[src/hdl/chunk_rms_peak_meter_core_assert.svh]
// Assertion macros used by the meter core RTL file.
`ifndef CHUNK_RMS_PEAK_METER_CORE_ASSERT_SVH
`define CHUNK_RMS_PEAK_METER_CORE_ASSERT_SVH

// Check that the consequent holds in the same cycle as the antecedent.
`define CRPM_ASSERT_HOLDS(label, clk, rstn, ante, cons) \
    label: assert property (@(posedge clk) disable iff (!rstn) (ante) |-> (cons)) \
        else $error("crpm: same-cycle check failed");

// Check that the consequent holds in the cycle after the antecedent.
`define CRPM_ASSERT_NEXT(label, clk, rstn, ante, cons) \
    label: assert property (@(posedge clk) disable iff (!rstn) (ante) |=> (cons)) \
        else $error("crpm: next-cycle check failed");

`endif

[src/hdl/crpm_pkg.sv]
package crpm_pkg;

    // Field widths
    localparam int SAMPLE_W = 16;
    localparam int LEVEL_W  = 16;

    // Radicand width and digit steps of the root (two radicand bits per step)
    localparam int RAD_W      = 32;
    localparam int ROOT_STEPS = RAD_W / 2;
    // Partial remainder width of the root: two shifted-in bits over a 16-bit remainder
    localparam int ROOT_REM_W = LEVEL_W + 2;

    localparam int MAX_CHUNK_SAMPLES_DEF = 4096;

    // Commands from the accumulator to the mean/root unit
    typedef struct packed {
        logic start;
        logic ack;
    } crpm_ctrl_t;

    // Status of the mean/root unit
    typedef struct packed {
        logic busy;
        logic done;
    } crpm_stat_t;

endpackage

[src/hdl/crpm_mean_root.sv]
module crpm_mean_root #(
    parameter int SUM_W = 43,
    parameter int CNT_W = 13
) (
    input  logic                        aclk,
    input  logic                        aresetn,
    input  crpm_pkg::crpm_ctrl_t        ctrl,
    input  logic [SUM_W-1:0]            sum_in,
    input  logic [CNT_W-1:0]            count_in,
    output crpm_pkg::crpm_stat_t        stat,
    output logic [crpm_pkg::LEVEL_W-1:0] root_out
);
    import crpm_pkg::*;

    localparam int SUB_W  = (CNT_W + 1 > ROOT_REM_W) ? CNT_W + 1 : ROOT_REM_W;
    localparam int STEP_W = $clog2(SUM_W);

    localparam logic [1:0] U_IDLE = 2'd0;
    localparam logic [1:0] U_DIV  = 2'd1;
    localparam logic [1:0] U_ROOT = 2'd2;
    localparam logic [1:0] U_DONE = 2'd3;

    logic [1:0]         ustate_reg, ustate_next;
    logic [STEP_W-1:0]  step_reg, step_next;
    logic [SUB_W-1:0]   rem_reg, rem_next;
    logic [SUM_W-1:0]   dvd_reg, dvd_next;
    logic [CNT_W-1:0]   div_reg, div_next;
    logic [RAD_W-1:0]   rad_reg, rad_next;
    logic [LEVEL_W-1:0] root_reg, root_next;

    logic [SUB_W-1:0]   op_a;
    logic [SUB_W-1:0]   op_b;
    logic [SUB_W-1:0]   diff;
    logic               borrow;
    logic               fits;

    // Shared compare-subtract: divide step or root digit step
    always_comb begin
        if (ustate_reg == U_ROOT) begin
            op_a = SUB_W'({rem_reg[LEVEL_W-1:0], rad_reg[RAD_W-1 -: 2]});
            op_b = SUB_W'({root_reg, 2'b01});
        end else begin
            op_a = SUB_W'({rem_reg[CNT_W-1:0], dvd_reg[SUM_W-1]});
            op_b = SUB_W'(div_reg);
        end
        {borrow, diff} = {1'b0, op_a} - {1'b0, op_b};
        fits = !borrow;
    end

    // Sequence the divide, then the root, then hold the result
    always_comb begin
        ustate_next = ustate_reg;
        step_next   = step_reg;
        rem_next    = rem_reg;
        dvd_next    = dvd_reg;
        div_next    = div_reg;
        rad_next    = rad_reg;
        root_next   = root_reg;
        case (ustate_reg)
            U_IDLE: begin
                if (ctrl.start) begin
                    dvd_next    = sum_in;
                    div_next    = count_in;
                    rem_next    = '0;
                    step_next   = STEP_W'(SUM_W - 1);
                    ustate_next = U_DIV;
                end
            end
            U_DIV: begin
                dvd_next = {dvd_reg[SUM_W-2:0], fits};
                rem_next = fits ? diff : op_a;
                if (step_reg == '0) begin
                    // mean never exceeds 2^30, so the quotient fits the radicand
                    rad_next    = RAD_W'({dvd_reg[SUM_W-2:0], fits});
                    rem_next    = '0;
                    root_next   = '0;
                    step_next   = STEP_W'(ROOT_STEPS - 1);
                    ustate_next = U_ROOT;
                end else begin
                    step_next = step_reg - STEP_W'(1);
                end
            end
            U_ROOT: begin
                rad_next  = rad_reg << 2;
                rem_next  = fits ? diff : op_a;
                root_next = {root_reg[LEVEL_W-2:0], fits};
                if (step_reg == '0) begin
                    ustate_next = U_DONE;
                end else begin
                    step_next = step_reg - STEP_W'(1);
                end
            end
            U_DONE: begin
                if (ctrl.ack) begin
                    ustate_next = U_IDLE;
                end
            end
            default: begin
                ustate_next = U_IDLE;
            end
        endcase
    end

    always_ff @(posedge aclk) begin
        if (!aresetn) begin
            ustate_reg <= U_IDLE;
        end else begin
            ustate_reg <= ustate_next;
        end
    end

    // Datapath registers need no reset
    always_ff @(posedge aclk) begin
        step_reg <= step_next;
        rem_reg  <= rem_next;
        dvd_reg  <= dvd_next;
        div_reg  <= div_next;
        rad_reg  <= rad_next;
        root_reg <= root_next;
    end

    assign stat.busy = (ustate_reg != U_IDLE);
    assign stat.done = (ustate_reg == U_DONE);
    assign root_out  = root_reg;

endmodule

[src/hdl/chunk_rms_peak_meter_core.sv]
// RMS and peak level meter over chunks of signed 16-bit audio samples.
// Input channel s_*: one sample word per handshake, s_last marks the end of a
// chunk. A chunk also closes by itself at MAX_CHUNK_SAMPLES samples.
// Result channel m_*: one word per chunk, m_rms_level is the floor root of the
// floor mean of squares, m_peak_level the largest magnitude (-32768 gives 32768).
// Sequence: a sample that does not close a chunk is captured, then squared and
// accumulated through one 16x16 multiplier. A closing sample holds s_ready
// low through the divide and the root (SUM_W = 43 at the default size):
// SUM_W restoring divide steps at one per cycle, then 16 root digit
// steps, all through one shared compare-subtract unit, then the output load.
// The result sits in an output register, so the block takes the next sample
// while a result waits; if m_ready is still low when the next chunk's result
// is ready, the block holds that result and keeps s_ready low until the
// register frees up.
// Reset clears the running sum, count and peak and drops m_valid; s_ready is
// high in the first cycle after reset.
`include "chunk_rms_peak_meter_core_assert.svh"

module chunk_rms_peak_meter_core #(
    parameter int MAX_CHUNK_SAMPLES = crpm_pkg::MAX_CHUNK_SAMPLES_DEF
) (
    input  logic                                aclk,
    input  logic                                aresetn,
    input  logic                                s_valid,
    output logic                                s_ready,
    input  logic signed [crpm_pkg::SAMPLE_W-1:0] s_sample,
    input  logic                                s_last,
    output logic                                m_valid,
    input  logic                                m_ready,
    output logic [crpm_pkg::LEVEL_W-1:0]        m_rms_level,
    output logic [crpm_pkg::LEVEL_W-1:0]        m_peak_level
);
    import crpm_pkg::*;

    localparam int CNT_W = $clog2(MAX_CHUNK_SAMPLES + 1);
    localparam int SQ_W  = 2 * SAMPLE_W;
    localparam int SUM_W = 2 * (SAMPLE_W - 1) + CNT_W;

    localparam logic [1:0] S_IDLE = 2'd0;
    localparam logic [1:0] S_ACC  = 2'd1;
    localparam logic [1:0] S_ROOT = 2'd2;

    logic [1:0]          state_reg, state_next;
    logic [SAMPLE_W-1:0] mag_reg, mag_next;
    logic                last_reg, last_next;
    logic [SUM_W-1:0]    sum_reg, sum_next;
    logic [CNT_W-1:0]    count_reg, count_next;
    logic [LEVEL_W-1:0]  peak_reg, peak_next;
    logic                m_valid_reg, m_valid_next;
    logic [LEVEL_W-1:0]  rms_out_reg, rms_out_next;
    logic [LEVEL_W-1:0]  peak_out_reg, peak_out_next;

    logic [SAMPLE_W-1:0] raw;
    logic [SAMPLE_W-1:0] mag_in;
    logic [SQ_W-1:0]     square;
    logic [SUM_W-1:0]    sum_acc;
    logic [CNT_W-1:0]    count_acc;
    logic [LEVEL_W-1:0]  peak_acc;
    logic                close;
    logic                out_load;
    crpm_ctrl_t          ctrl;
    crpm_stat_t          stat;
    logic [LEVEL_W-1:0]  root;

    // Magnitude of the incoming word; -32768 maps to 32768
    assign raw    = s_sample;
    assign mag_in = raw[SAMPLE_W-1] ? (SAMPLE_W'(~raw) + SAMPLE_W'(1)) : raw;

    // Square and accumulate the captured magnitude
    assign square    = SQ_W'(mag_reg) * SQ_W'(mag_reg);
    assign sum_acc   = sum_reg + SUM_W'(square);
    assign count_acc = count_reg + CNT_W'(1);
    assign peak_acc  = (mag_reg > peak_reg) ? mag_reg : peak_reg;
    assign close     = last_reg || (count_acc >= CNT_W'(MAX_CHUNK_SAMPLES));

    assign out_load = (state_reg == S_ROOT) && stat.done && (!m_valid_reg || m_ready);

    // Sequence capture, accumulate and wait for the root
    always_comb begin
        state_next    = state_reg;
        mag_next      = mag_reg;
        last_next     = last_reg;
        sum_next      = sum_reg;
        count_next    = count_reg;
        peak_next     = peak_reg;
        rms_out_next  = rms_out_reg;
        peak_out_next = peak_out_reg;
        ctrl.start    = 1'b0;
        ctrl.ack      = 1'b0;
        case (state_reg)
            S_IDLE: begin
                if (s_valid) begin
                    mag_next   = mag_in;
                    last_next  = s_last;
                    state_next = S_ACC;
                end
            end
            S_ACC: begin
                sum_next   = sum_acc;
                count_next = count_acc;
                peak_next  = peak_acc;
                if (close) begin
                    // Hand the totals to the root unit and clear the running sum
                    ctrl.start = 1'b1;
                    sum_next   = '0;
                    count_next = '0;
                    state_next = S_ROOT;
                end else begin
                    state_next = S_IDLE;
                end
            end
            S_ROOT: begin
                if (out_load) begin
                    rms_out_next  = root;
                    peak_out_next = peak_reg;
                    peak_next     = '0;
                    ctrl.ack      = 1'b1;
                    state_next    = S_IDLE;
                end
            end
            default: begin
                state_next = S_IDLE;
            end
        endcase
    end

    // Hold the result word until the receiver takes it
    always_comb begin
        if (out_load) begin
            m_valid_next = 1'b1;
        end else if (m_ready) begin
            m_valid_next = 1'b0;
        end else begin
            m_valid_next = m_valid_reg;
        end
    end

    always_ff @(posedge aclk) begin
        if (!aresetn) begin
            state_reg   <= S_IDLE;
            sum_reg     <= '0;
            count_reg   <= '0;
            peak_reg    <= '0;
            m_valid_reg <= 1'b0;
        end else begin
            state_reg   <= state_next;
            sum_reg     <= sum_next;
            count_reg   <= count_next;
            peak_reg    <= peak_next;
            m_valid_reg <= m_valid_next;
        end
    end

    always_ff @(posedge aclk) begin
        mag_reg      <= mag_next;
        last_reg     <= last_next;
        rms_out_reg  <= rms_out_next;
        peak_out_reg <= peak_out_next;
    end

    crpm_mean_root #(
        .SUM_W (SUM_W),
        .CNT_W (CNT_W)
    ) u_mean_root (
        .aclk     (aclk),
        .aresetn  (aresetn),
        .ctrl     (ctrl),
        .sum_in   (sum_acc),
        .count_in (count_acc),
        .stat     (stat),
        .root_out (root)
    );

    assign s_ready      = (state_reg == S_IDLE);
    assign m_valid      = m_valid_reg;
    assign m_rms_level  = rms_out_reg;
    assign m_peak_level = peak_out_reg;

    // Checks on the sequencing between accumulator, root unit and output
    `CRPM_ASSERT_HOLDS(a_idle_unit_quiet, aclk, aresetn, (state_reg == S_IDLE), !stat.busy)
    `CRPM_ASSERT_NEXT(a_start_sets_busy, aclk, aresetn, ctrl.start, stat.busy)
    `CRPM_ASSERT_NEXT(a_load_shows_word, aclk, aresetn, out_load, m_valid_reg)
    `CRPM_ASSERT_HOLDS(a_count_below_max, aclk, aresetn, 1'b1, count_reg < CNT_W'(MAX_CHUNK_SAMPLES))
    `CRPM_ASSERT_HOLDS(a_rms_within_peak, aclk, aresetn, m_valid_reg, rms_out_reg <= peak_out_reg)

endmodule

[config.mk]
export PLATFORM = sky130hd
export DESIGN_NAME = chunk_rms_peak_meter_core
export DESIGN_NICKNAME = d
export VERILOG_FILES = /design/src/hdl/crpm_pkg.sv /design/src/hdl/crpm_mean_root.sv /design/src/hdl/chunk_rms_peak_meter_core.sv
export VERILOG_INCLUDE_DIRS = /design/src /design/src/hdl
export SDC_FILE = /design/constraint.sdc
export NUM_CORES = 1
export LEC_CHECK = 0
export ABC_AREA = 1
export BUFFER_PORTS_ARGS = -buffer_cell sky130_fd_sc_hd__buf_2
export CAP_MARGIN = 20
export CORE_MARGIN = 2
export CORE_UTILIZATION = 40
export CTS_CLUSTER_SIZE = 12
export DETAILED_ROUTE_END_ITERATION = 7
export GPL_ROUTABILITY_DRIVEN = 0
export PLACE_DENSITY_LB_ADDON = 0.15
export SLEW_MARGIN = 5
export SYNTH_ARGS = -nofsm -noshare
export SYNTH_HDL_FRONTEND = slang
export SYNTH_SLANG_ARGS = --single-unit
[constraint.sdc]
create_clock -name aclk -period 5.4 [get_ports aclk]
set_input_delay 0.54 -clock aclk [delete_from_list [all_inputs] [get_ports aclk]]
set_output_delay 0.54 -clock aclk [all_outputs]
set_load 0.02 [all_outputs]
==> results of run 1 <==
## how the worst max path moves through the flow
stage	from	end	cells past startpoint
6_report	mag_reg[12]$_DFFE_PP_	u_mean_root.dvd_reg[26]$_DFFE_PP_	29
5_1_grt	mag_reg[10]$_DFFE_PP_	u_mean_root.dvd_reg[31]$_DFFE_PP_	26
4_1_cts	mag_reg[6]$_DFFE_PP_	u_mean_root.dvd_reg[31]$_DFFE_PP_	26
3_5_place_dp	mag_reg[15]$_SDFFCE_PN0P_	u_mean_root.dvd_reg[29]$_DFFE_PP_	24
3_3_place_gp	mag_reg[15]$_SDFFCE_PN0P_	u_mean_root.dvd_reg[29]$_DFFE_PP_	24
2_1_floorplan	mag_reg[6]$_DFFE_PP_	u_mean_root.dvd_reg[22]$_DFFE_PP_	21
## metal layers
metal  GRT usage [%]  up-vias
met3            2.77       74
met1            27.4     8453
met5               0        -
met2            35.5      273
li1                -     8525
met4            5.33        0
## cells in the mapped netlist, drive strengths merged
library cell,n
a31oi,5
nor3,15
edfxtp,175
a21boi,2
o21ai,87
o21a,2
nor4,4
nand3b,6
clkinv,1
a31o,2
nor2,140
ha,151
xnor2,20
a21oi,147
buf,13
clkbuf,72
dfxtp,77
and3,1
o21bai,7
or2,8
inv,601
xor2,42
fa,195
a21o,2
nand4,7
nand2,762
nand3,100
and2,1
## repair_timing
action / 4_1_cts / 5_1_grt
buffers inserted: 38 / 11
hold buffers: 0 / 0
cloned: 1 / 0
resized for setup: 287 / 177
endpoints found under the setup margin: 68 / 70
pin swaps: 169 / 111
## worst max-delay path: cells and delay by family (launching register included)
kind / cells / cell delay, ps
buffers and inverters: 10 / 770
DFF: 1 / 420
and+or+nand+nor: 12 / 840
adders and majority gates: 7 / 3330
## logic make-up (layout without fill, tap and decap cells)
family | after synthesis | count (layout) | share of synthesized area [%]
AOI/OAI and AO/OA | 254 | 254 | 6.20
xor gates and xnor gates | 62 | 62 | 2.55
adders and majority gates | 346 | 346 | 27.2
buffers and inverters | 687 | 940 | 12.3
DFF | 252 | 252 | 32.0
and+or+nand+nor | 1044 | 1044 | 19.8
## cell type report
class	count	area (µm²)
multi-input cells	1706	13500
repair buffers	282	2330
well taps	688	861
flip-flops and latches	252	6800
clock buffers	39	815
clock inverters	17	184
inverters	602	2270
fillers	4957	25800
## through the flow
step                      util [%]  cells  hold slack, ps  TNS, ps
final                         50.9   3586             126    -5890
after global routing          50.9   3586             104   -19910
after CTS                     49.6   3575             102    -4290
after detailed placement      45.1   3480             420   -24510
after global placement        45.0   3478             414   -21640
after floorplan                  -   2645             408    -17.7
## layout by cell type, fill, tap and decap left out, types with 54 or more instances in the layout
cell type and instances:
nand2_2 99, nand3_1 65, nor2_1 109, inv_2 54, a21oi_1 115, ha_1 123, inv_1 544, fa_1 179
buf_2 54, buf_4 170, dfxtp_1 77, edfxtp_1 175, o21ai_0 83, nand2_1 616
==> results.cfg, run 1 <==
[finish]
final_area_mm2 = 0.0268
area_growth_pct = 25.9
diodes = 0
drive_above_1_share_pct = 24.2
nNetsFinal = 3241

[cts]
cts_sinks = 252
clk_latency_ps = 610
htree_levels = 1
clkSlewWorstSetupHoldPaths_ps = 60
cts_buffer_depth = 3
cts_inserted_buffers = 30
cts_tree = built
ctsRootBufferMaster = clkbuf_16

[critical_path]
worstPathRequired_ps = 5760
path_class = flop to flop
crit_path_max_fanout = 8
worstReg2RegEnd = u_mean_root.dvd_reg[26]$_DFFE_PP_
arrival_ps = 5930
cp-start-kind = flop
slowest_stage = fa_1
r2r_start = mag_reg[12]$_DFFE_PP_
end_kind = flop
cpMostUsedCell = nand2_2
max_stage_delay_ps = 530
rrSetupSlack_ps = -180
reg2regPathDepth = 29

[min_path]
hp-start = s_last
whs_path_depth = 1
hold_end = last_reg$_DFFE_PP_
hold_class = primary input to flop

[timing]
clock.fmax_mhz = 179
fin_crit_sh_pct = 103
setup_ws_ps = -176
worst_pin_slew_ps = 1020
finClkSkew_ps = 15.5
slew_headroom_pct = 32.2
finalMaxSlewViolations = 0
finalHoldViolations = 0
rsz0062_at_grt = yes
setup_viol = 58
fin_crit_ps = 5580

[floorplan]
dieHeight_um = 235
io_pins = 55
std_cell_rows = 84
die-width_um = 235
core_mm2 = 0.0526
start_util_pct = 40.5
dieArea_mm2 = 0.0550

[run_status]
violations = setup timing
status = complete, but fails checks

[grt]
grt_max_degree = 59
grt_pass1_wl_mm = 91.3
grt_use_total_pct = 20.7
antenna_found_initial = 0
grt_pass1_vias = 18345
grt_overflow = 0

[detailed_routing]
ant_nets = 0
routed_wl_mm = 55.2
routed.top_layer = met4
first_iter_violations = 975
met3WireLength_mm = 2.14
drc = 0
vias = 17325
dr_wl_met2_mm = 26.5
wl_per_cell_um = 15.4
met1_length_mm = 25.3
vias_per_cell = 4.83
drtPass1Iterations = 5

[placed_design]
pre_cts_ws_ps = -595
place_area_mm2 = 0.0237
dpl.hpwl_mm = 41.4
port_buffers = 54

[logic_synthesis]
synth.area.top_cells = edfxtp_1, fa_1, nand2_1, inv_1, ha_1
synthCells = 2645
netlist_area_mm2 = 0.0213
synth_top_area_cell = edfxtp_1
ys_ff_latch = 252
syn_area_per_cell_um2 = 8.04
synth_nets = 3012
synth_top_area_share_pct = 24.7
synth_cell_types = 36
synth.yosys.seq_area_share_pct = 32.0
ys_warn_count = 0

[flow_run]
drv_cap = 0
Power of run 1 is left out: the tool's default activity adds up to more than one toggle a clock period on the data nets, which glitch-free logic cannot reach.
==> run 2: changes to the inputs <==
clock period = 5.2 ns   (was 5.4 ns; I/O delays follow)
==> run 2 against run 1 <==
Compared with the run above:
- the flow still finishes with violations (setup timing)
- global-route usage is essentially flat
- register-to-register slack lost 240 ps
- sequential share of layout area grew 0.14 points
- count of clock-buffer cells in the layout grew 7
- cell count shrank 0.11%
- critical path depth shrank 4
- core utilization shrank 0.27 points
- clock skew grew 0.70 ps
- first-iteration DRC count shrank 16%
- critical path type unchanged
- largest cell class unchanged
- highest routed layer unchanged
==> results.cfg, run 2 (synthesis gave the netlist of run 1 again) <==
[run_status]
status = complete, but fails checks
violations = setup timing

[floorplan]
dieArea_mm2 = 0.0550
dieHeight_um = 235
start_util_pct = 40.5
io_pins = 55
core_mm2 = 0.0526
die-width_um = 235
std_cell_rows = 84

[grt]
grt_overflow = 0
grt_pass1_vias = 17854
grt_max_degree = 58
grt_pass1_wl_mm = 90.3
grt_use_total_pct = 20.7
antenna_found_initial = 0

[timing]
fin_crit_ps = 5610
finClkSkew_ps = 16.2
worst_pin_slew_ps = 1070
rsz0062_at_grt = yes
finalMaxSlewViolations = 0
fin_crit_sh_pct = 108
setup_ws_ps = -412
fin_setup_tns_ps = -18200
clock.fmax_mhz = 178
slew_headroom_pct = 28.2
setup_viol = 68
finalHoldViolations = 0

[finish]
multi_input_area_mm2 = 0.0134
nNetsFinal = 3235
seq_area_mm2 = 0.00680
drive_above_1_share_pct = 22.7
fin_cells = 3582
fin_util_pct = 50.7
area_growth_pct = 25.2
fill_cells = 5056
final_common_cell = nand2_1
final_cell_mix = nand2_1, inv_1, fa_1, buf_4, edfxtp_1
diodes = 0

[cts]
clk_latency_ps = 550
htree_levels = 2
cts_inserted_buffers = 34
cts_tree = built
cts_buffer_depth = 3
ctsRootBufferMaster = clkbuf_16
clkSlewWorstSetupHoldPaths_ps = 70
ctsHoldBuffers = 0
cts_sinks = 252

[critical_path]
worstPathRequired_ps = 5500
reg2regPathDepth = 25
end_kind = flop
arrival_ps = 5910
crit_path_max_fanout = 3
cp-start-kind = flop
path_class = flop to flop

[detailed_routing]
routed_wl_mm = 54.7
wl_per_cell_um = 15.3
ant_nets = 0
dr_wl_met2_mm = 26.2
first_iter_violations = 820
vias = 17113
drtPass1Iterations = 4
vias_per_cell = 4.78
routed.top_layer = met4
met1_length_mm = 25.1
drc = 0
met3WireLength_mm = 1.99

[min_path]
whs_path_depth = 1
hold_class = primary input to flop

[flow_run]
drv_cap = 0

[placed_design]
dpl.cell_count = 3477
dpl.hpwl_mm = 41.4
port_buffers = 54
==> run 2: cell types whose count changed in the layout (fill, tap and decap cells not counted), sizes merged <==
cell    delta
inv        +2
clkinv     -3
buf       -10
clkbuf     +7
==> run 2: cell type report <==
type / instances / share of cell area [%]
Sequential cell: 252 / 25.5
Inverter: 602 / 8.51
Clock inverter: 16 / 0.663
Multi-Input combinational cell: 1706 / 50.3
Timing Repair Buffer: 272 / 8.29
Tap cell: 688 / 3.23
Clock buffer: 46 / 3.52
==> run 2: per-layer routing <==
metal / global-route usage [%] / vias to the layer above
met1: 27.2 / 8258
met3: 2.58 / 80
met5: 0 / -
met4: 7.04 / 0
li1: - / 8511
met2: 35.2 / 264
==> run 2: what timing repair did <==
action                     in CTS  in global routing
setup buffers                   3                 37
resized for setup              80                196
setup endpoints to repair      70                 70
pin swaps                       8                 70
==> run 2: worst paths after layout <==
path	from	to	slack, ps
min	s_last	last_reg$_DFFE_PP_	170
max reg2reg	mag_reg[15]$_SDFFCE_PN0P_	u_mean_root.dvd_reg[22]$_DFFE_PP_	-410
max	mag_reg[15]$_SDFFCE_PN0P_	u_mean_root.dvd_reg[22]$_DFFE_PP_	-410
min reg2reg	peak_reg[13]$_SDFFE_PN0P_	m_peak_level[13]$_DFFE_PP_	430
==> run 2: critical path, cell delays in order (launching register included) <==
cell and delay [ps]:
edfxtp_1 480, buf_4 170, nand2_4 50, fa_1 530
inv_2 50, fa_1 540, inv_2 40, fa_1 530
inv_1 50, fa_1 450, fa_1 510, inv_2 40
fa_1 510, inv_2 50, ha_4 220, buf_12 120
nand2_4 90, inv_2 40, nand2_1 70, nand2_2 70
a21oi_2 140, nand3_2 120, buf_4 150, or2_4 220
nand3_1 70, nand2_1 70
==> run 2: metrics by stage <==
step	cell area [µm²]	hold slack, ps	setup WS, ps
global route	26600	148	-612
CTS	25600	133	-429
detailed placement	24100	420	-532
finish	26600	168	-412
global placement	24100	418	-507
floorplan	22100	408	-48.0
Power of run 2 is left out for the same reason.
